## config.mk

```make
export PLATFORM = sky130hd
export DESIGN_NAME = roman_numeral_encoder
export DESIGN_NICKNAME = d
export VERILOG_FILES = /design/src/rtl/rne_pkg.sv /design/src/rtl/roman_numeral_encoder.sv
export SDC_FILE = /design/constraint.sdc
export NUM_CORES = 1
export LEC_CHECK = 0
export BUFFER_PORTS_ARGS = -buffer_cell sky130_fd_sc_hd__buf_4
export CELL_PAD_IN_SITES_DETAIL_PLACEMENT = 0
export CELL_PAD_IN_SITES_GLOBAL_PLACEMENT = 2
export CORE_ASPECT_RATIO = 1.25
export CORE_MARGIN = 3
export CORE_UTILIZATION = 35
export DETAILED_ROUTE_END_ITERATION = 12
export GPL_TIMING_DRIVEN = 0
export HOLD_SLACK_MARGIN = 0.15
export PLACE_DENSITY = 0.77
export SYNTH_ARGS = -nofsm -noshare
export SYNTH_HDL_FRONTEND = slang
export SYNTH_SLANG_ARGS = --single-unit
```

## constraint.sdc

```tcl
create_clock -name clk -period 4.83 [get_ports clk]
set_clock_uncertainty 0.05 [all_clocks]
set_input_delay 0.483 -clock clk [delete_from_list [all_inputs] [get_ports clk]]
set_output_delay 0.483 -clock clk [all_outputs]
set_load 0.005 [all_outputs]
```

## src/rtl/rne_pkg.sv

```systemverilog
`timescale 1ns / 1ps

package rne_pkg;

    localparam int VALUE_LIMIT = 4000;
    localparam int REM_W       = 12;
    localparam int TBL_DEPTH   = 13;
    localparam int IDX_W       = 4;

    localparam logic [6:0] SYM_NONE = 7'h00;
    localparam logic [6:0] SYM_I    = 7'h49;
    localparam logic [6:0] SYM_V    = 7'h56;
    localparam logic [6:0] SYM_X    = 7'h58;
    localparam logic [6:0] SYM_L    = 7'h4C;
    localparam logic [6:0] SYM_C    = 7'h43;
    localparam logic [6:0] SYM_D    = 7'h44;
    localparam logic [6:0] SYM_M    = 7'h4D;

    typedef enum logic [0:0] {
        ST_IDLE,
        ST_RUN
    } state_t;

    typedef struct packed {
        logic [REM_W-1:0] weight;
        logic [6:0]       first;
        logic [6:0]       second;
        logic             pair;
    } tbl_entry_t;

    // greedy weights, largest first, subtractive pairs included
    function automatic tbl_entry_t tbl_lookup(input logic [IDX_W-1:0] idx);
        tbl_entry_t e;
        case (idx)
            4'd0:    e = '{12'd1000, SYM_M, SYM_NONE, 1'b0};
            4'd1:    e = '{12'd900,  SYM_C, SYM_M,    1'b1};
            4'd2:    e = '{12'd500,  SYM_D, SYM_NONE, 1'b0};
            4'd3:    e = '{12'd400,  SYM_C, SYM_D,    1'b1};
            4'd4:    e = '{12'd100,  SYM_C, SYM_NONE, 1'b0};
            4'd5:    e = '{12'd90,   SYM_X, SYM_C,    1'b1};
            4'd6:    e = '{12'd50,   SYM_L, SYM_NONE, 1'b0};
            4'd7:    e = '{12'd40,   SYM_X, SYM_L,    1'b1};
            4'd8:    e = '{12'd10,   SYM_X, SYM_NONE, 1'b0};
            4'd9:    e = '{12'd9,    SYM_I, SYM_X,    1'b1};
            4'd10:   e = '{12'd5,    SYM_V, SYM_NONE, 1'b0};
            4'd11:   e = '{12'd4,    SYM_I, SYM_V,    1'b1};
            default: e = '{12'd1,    SYM_I, SYM_NONE, 1'b0};
        endcase
        return e;
    endfunction

endpackage

```

## src/rtl/roman_numeral_encoder.sv

```systemverilog
`timescale 1ns / 1ps

// channel   signals                        payload
// request   in_valid / in_ready            value (16 bit signed)
// result    out_valid / out_ready          symbol (7), invalid, last
//
// a request is accepted, then each step emits one character or skips one table
// weight (at most 12 skipped), until the last character is emitted
// the shared compare and subtract unit walks the 13 entry weight table
// an out of range request gives one result
// a stalled result register holds back the next character; rst_n clears control state

module roman_numeral_encoder
    import rne_pkg::*;
(
    input  logic               clk,
    input  logic               rst_n,
    input  logic               in_valid,
    output logic               in_ready,
    input  logic signed [15:0] value,
    output logic               out_valid,
    input  logic               out_ready,
    output logic [6:0]         symbol,
    output logic               invalid,
    output logic               last
);

    state_t state_reg, state_next;

    logic [REM_W-1:0] rem_reg, rem_next;
    logic [IDX_W-1:0] idx_reg, idx_next;
    logic             half_reg, half_next;
    logic             inv_reg, inv_next;

    logic             out_valid_reg, out_valid_next;
    logic [6:0]       symbol_reg, symbol_next;
    logic             invalid_reg, invalid_next;
    logic             last_reg, last_next;

    tbl_entry_t       ent;
    logic [REM_W-1:0] diff;
    logic             ge;
    logic             slot_free;
    logic             accept;
    logic             in_range;
    logic             emit;
    logic             emit_last;
    logic [6:0]       emit_sym;
    logic             done;

    assign accept    = in_valid && in_ready;
    assign slot_free = !out_valid_reg || out_ready;
    assign in_range  = !value[15] && (value != 16'sd0)
                       && (value[14:0] < 15'(VALUE_LIMIT));

    // shared compare and subtract
    assign ent  = tbl_lookup(idx_reg);
    assign ge   = rem_reg >= ent.weight;
    assign diff = rem_reg - ent.weight;

    // sequencer step
    always_comb
    begin
        emit      = 1'b0;
        emit_last = 1'b0;
        emit_sym  = SYM_NONE;
        done      = 1'b0;
        rem_next  = rem_reg;
        idx_next  = idx_reg;
        half_next = half_reg;
        inv_next  = inv_reg;
        if (state_reg == ST_IDLE)
        begin
            if (accept)
            begin
                rem_next  = value[REM_W-1:0];
                idx_next  = '0;
                half_next = 1'b0;
                inv_next  = !in_range;
            end
        end
        else if (inv_reg)
        begin
            if (slot_free)
            begin
                emit      = 1'b1;
                emit_last = 1'b1;
                done      = 1'b1;
            end
        end
        else if (half_reg)
        begin
            if (slot_free)
            begin
                emit      = 1'b1;
                emit_sym  = ent.second;
                emit_last = (rem_reg == '0);
                done      = emit_last;
                half_next = 1'b0;
            end
        end
        else if (ge)
        begin
            if (slot_free)
            begin
                emit      = 1'b1;
                emit_sym  = ent.first;
                rem_next  = diff;
                half_next = ent.pair;
                emit_last = !ent.pair && (diff == '0);
                done      = emit_last;
            end
        end
        else
        begin
            idx_next = idx_reg + 1'b1;
        end
    end

    // next state
    always_comb
    begin
        state_next = state_reg;
        case (state_reg)
            ST_IDLE:
            begin
                if (accept)
                begin
                    state_next = ST_RUN;
                end
            end
            ST_RUN:
            begin
                if (done)
                begin
                    state_next = ST_IDLE;
                end
            end
            default:
            begin
                state_next = ST_IDLE;
            end
        endcase
    end

    // outputs
    always_comb
    begin
        in_ready = 1'b0;
        case (state_reg)
            ST_IDLE: in_ready = 1'b1;
            ST_RUN:  in_ready = 1'b0;
            default: in_ready = 1'b0;
        endcase
    end

    // result register
    always_comb
    begin
        out_valid_next = out_valid_reg;
        symbol_next    = symbol_reg;
        invalid_next   = invalid_reg;
        last_next      = last_reg;
        if (emit)
        begin
            out_valid_next = 1'b1;
            symbol_next    = emit_sym;
            invalid_next   = inv_reg;
            last_next      = emit_last;
        end
        else if (out_ready)
        begin
            out_valid_next = 1'b0;
        end
    end

    always_ff @(posedge clk or negedge rst_n)
    begin
        if (!rst_n)
        begin
            state_reg     <= ST_IDLE;
            out_valid_reg <= 1'b0;
            half_reg      <= 1'b0;
            inv_reg       <= 1'b0;
            idx_reg       <= '0;
        end
        else
        begin
            state_reg     <= state_next;
            out_valid_reg <= out_valid_next;
            half_reg      <= half_next;
            inv_reg       <= inv_next;
            idx_reg       <= idx_next;
        end
    end

    always_ff @(posedge clk)
    begin
        rem_reg     <= rem_next;
        symbol_reg  <= symbol_next;
        invalid_reg <= invalid_next;
        last_reg    <= last_next;
    end

    assign out_valid = out_valid_reg;
    assign symbol    = symbol_reg;
    assign invalid   = invalid_reg;
    assign last      = last_reg;

    a_invalid_alone: assert property (@(posedge clk) disable iff (!rst_n)
        out_valid && invalid |-> last && (symbol == SYM_NONE))
        else $error("invalid result not a lone last result");

    a_busy_after_accept: assert property (@(posedge clk) disable iff (!rst_n)
        accept |=> !in_ready)
        else $error("request taken while previous still in work");

    a_rem_bound: assert property (@(posedge clk) disable iff (!rst_n)
        (state_reg == ST_RUN) && !inv_reg |-> rem_reg < REM_W'(VALUE_LIMIT))
        else $error("remainder out of range");

    a_last_ends: assert property (@(posedge clk) disable iff (!rst_n)
        emit && emit_last |=> (state_reg == ST_IDLE))
        else $error("sequencer busy after last character");

endmodule
```

==> run summary <==
The average vias per placed instance came out at roughly 5.2. The element type at the critical path start is a register. The remaining design rule violation count is 0.

The post-synthesis async set-or-reset flop share is 0.286. The number of distinct library cells after synthesis is 53. In the final layout, flip-flops and latches occupy around 800 um2. The Yosys step of the flow raised 0 warnings. The max-slew headroom at the worst pin came out at 0.471.

The most used flip-flop cell after synthesis is sky130_fd_sc_hd__edfxtp_1. The site row count is 31. The residual overflow from global routing is 0. The worst register-to-register path ends at last.

In this run the count of I/O pins placed on the die edge is 31. The number of setup buffers added after CTS is 0. The internal reg-to-reg setup slack is 0.40 ns. The delay of the slowest critical-path stage is 0.55 ns.

The final count of hold timing violations came to 0. The wire length after detailed routing came out at around 5500 um. The static power due to leakage is 1.04 nW. The number of buffers on the longest clock path is 2.

The depth of the most critical reg-to-reg path is 15. The required time of the critical path came out at roughly 4.9 ns. At the worst endpoint, the arrival time is 4.47 ns. In this run the number of H-tree levels came out at 1. The worst path buffer plus inverter count came out at 4. The most critical setup path has its startpoint at idx_reg[1].

The via count is about 1800. Ranked by total cell area, the synthesized netlist is headed by sky130_fd_sc_hd__edfxtp_1 28%, sky130_fd_sc_hd__ha_1 9.8%, sky130_fd_sc_hd__dfrtp_1 9.2%. In this run the most critical hold path is launched from out_ready. The count of fill cells added during filler insertion is 621. The timing-limited maximum frequency is between 200 and 250 MHz. The worst-case hold slack is 0.436 ns. The placed wire-length estimate came out at ~4500 um.

The category of the worst setup path capture point is a register. The detailed router finished its first iteration with 77 violations. The post-layout net count came out at 311. In this run the worst hold path is classified as input pin to register. The global placer's final weighted congestion is 0.755. The worst vdd rail ir drop came out at 384 uV. The cell occurring most often along the worst timing path is sky130_fd_sc_hd__inv_1. The TritonCTS clock tree is yes. The commonest cells after synthesis are 26 x sky130_fd_sc_hd__nand2_1, 25 x sky130_fd_sc_hd__nor2_1, 20 x sky130_fd_sc_hd__edfxtp_1, 17 x sky130_fd_sc_hd__ha_1, 14 x sky130_fd_sc_hd__o21ai_0. The chip width is about 77 um. The number of instances in the synthesized netlist came out at roughly 240. The number of antenna violations at the first check in global routing is 0. The number of nets produced by synthesis is 276. The completed layout was analyzed and its total power is 1.82 mW. The global-route wire length before repair came out at 9000 um. The total power per unit cell area is 704 mW/mm2. Setup repair after global routing left no endpoint under its margin. sky130_fd_sc_hd__edfxtp_1 takes more of the synthesized area than any other cell. The max-slew violation total from the final report came to 0.

Among all stages on the critical path, the largest delay is contributed by sky130_fd_sc_hd__or4b_4. The pin count of the biggest net entering global routing came out at 17. The share of the Yosys chip area taken by registers is 0.368. The initial utilization of the core area, before any placement, comes to 0.369.

The total clock buffers created by CTS came out at 3. The area enclosed by the die boundary came out at 0.00721 mm2. In this run the remaining antenna-violating nets after routing total 0. Broken down by cell family, the worst path's largest delay share belongs to simple AND/OR/NAND/NOR gates. The detailed-routing iteration count for the pre-antenna-repair pass is 4. The number of maximum-capacitance constraint violations came out at 0.

The post-route minimum period came out at approximately 4.4 ns. Of the cells placed in the final design, the portion with a size suffix greater than 1 is 0.195. The total of buffers placed on input and output ports came out at 29. In this run the worst path has a maximum fanout of 10. The most frequent cell after synthesis is sky130_fd_sc_hd__nand2_1. Clock latency on the worst-skew pair, taken at its later pin, is 0.28 ns. The routed length per placed instance came out at 15.5 um.

The type of the worst setup path is register to register. The number of enable flip-flop cells after synthesis came out at 20. The die extent in y came out at 94.2 um.

The share of synthesized area in the top cell type comes to 0.276. The via count of the first global-routing pass came to ~1800. The region available for standard cell placement spans between 0.005 and 0.006 mm2.

The root buffer cell is sky130_fd_sc_hd__clkbuf_8. The mean post-synth cell area came out at 9.15 um2. In this run, synthesis produced a sequential element count of 28.

The flow ran to the end, and the final reports show no timing, DRC or antenna violations. The number of diodes added for antenna fixing is 0. The area of the multi-input gates is between 0.001 and 0.0015 mm2. The number of instances on the worst hold path came out at 3. For hold timing, the worst endpoint is out_valid. Setup violations remaining at the end of the flow were counted as 0. Walking the worst path, the cells encountered are clkbuf_1 -> inv_1 -> ha_1 -> inv_1 -> nor2_1 -> a22o_1 -> fa_1 -> nand2b_1 -> a21oi_2 -> o31a_1 -> nor3_1 -> or4_1 -> buf_2 -> or4b_4 -> o31ai_1.

The combined area of all synthesized cells came out at 0.00218 mm2. The setup total negative slack came out at 0 ns. The overall global routing resource usage came out at 0.160. Clock-pin slew was measured on the worst setup and hold paths at 0.10 ns. The slew at the pin closest to its max-slew limit is 0.783 ns. The CTS sink count is 28. Dividing the final minimum period by the clock period gives 0.916. The worst register-to-register path begins at idx_reg[1].

From synthesis to final layout, the design area changed by 18.5%. The flip-flop count of the largest register, all copies and words added is 12.
==> cell usage in the layout (no fill, tap or decap), drive strengths merged, types with 5 or more instances in the layout <==
master / instances
buf: 32
nand2: 27
nor2: 25
edfxtp: 20
ha: 17
o21ai: 14
a21oi: 14
inv: 12
clkbuf: 9
dfrtp: 8
xnor2: 7
o21a: 6
mux2: 6
nand3: 6
o22ai: 5
nor4: 5
==> layer usage <==
| metal | vias up | track usage | share of wire |
|---|---|---|---|
| li1 | 944 | - | - |
| met4 | 0 | 0.0378 | 0.012 |
| met3 | 4 | 0.0144 | 0.022 |
| met2 | 27 | 0.300 | 0.53 |
| met1 | 866 | 0.196 | 0.44 |
| met5 | - | 0 | 0 |
==> worst max path at each step <==
| stage | to | slack (ns) | cells after the start |
|---|---|---|---|
| after detailed placement | last | 0.28 | 15 |
| after floorplan | state_reg | 0.83 | 15 |
| final | last | 0.40 | 15 |
| after CTS | last | 0.24 | 15 |
| after global placement | last | 0.22 | 15 |
| after global routing | last | 0.19 | 15 |
==> worst min-delay path: cells and delay by family <==
family	cells	cell delay (ns)
AOI/OAI and AO/OA	1	0.07
buffers and inverters	1	0.07
and+or+nand+nor	1	0.10
==> metrics by stage <==
step	cell area [um2]	setup WS, ns	utilization	cells
after floorplan	2180	0.829	-	238
after global placement	2500	0.219	0.424	349
after detailed placement	2500	0.281	0.424	349
after CTS	2580	0.244	0.438	354
after global routing	2580	0.190	0.438	354
final	2580	0.404	0.438	354
==> layout make-up <==
cell class / instances / share of cell area
Buffer: 9 / 0.0194
Clock buffer: 3 / 0.0160
Clock inverter: 1 / 0.0116
Inverter: 12 / 0.0175
Multi-Input combinational cell: 189 / 0.497
Sequential cell: 28 / 0.310
Tap cell: 82 / 0.0397
Timing Repair Buffer: 30 / 0.0882
==> cell families after synthesis <==
kind of cell,Yosys count,synth area share
buffers and inverters,21,0.0431
adders and majority gates,18,0.107
and+or+nand+nor,87,0.201
AOI/OAI and AO/OA,63,0.191
muxes,9,0.0448
other,1,0.00172
xor gates and xnor gates,11,0.0442
DFF,28,0.368
==> report_power, final <==
part | internal (mW) | total, mW | switching, mW
Clock | 0.111 | 0.188 | 0.0771
Sequential | 0.442 | 0.513 | 0.0711
Combinational | 0.488 | 1.12 | 0.628
==> what timing repair did <==
action,in CTS,in global routing
endpoints found under the hold margin,8,0
endpoints found under the setup margin,0,1
resized for setup,0,2
hold buffers,1,0
Power figures use the tool's default switching activity.
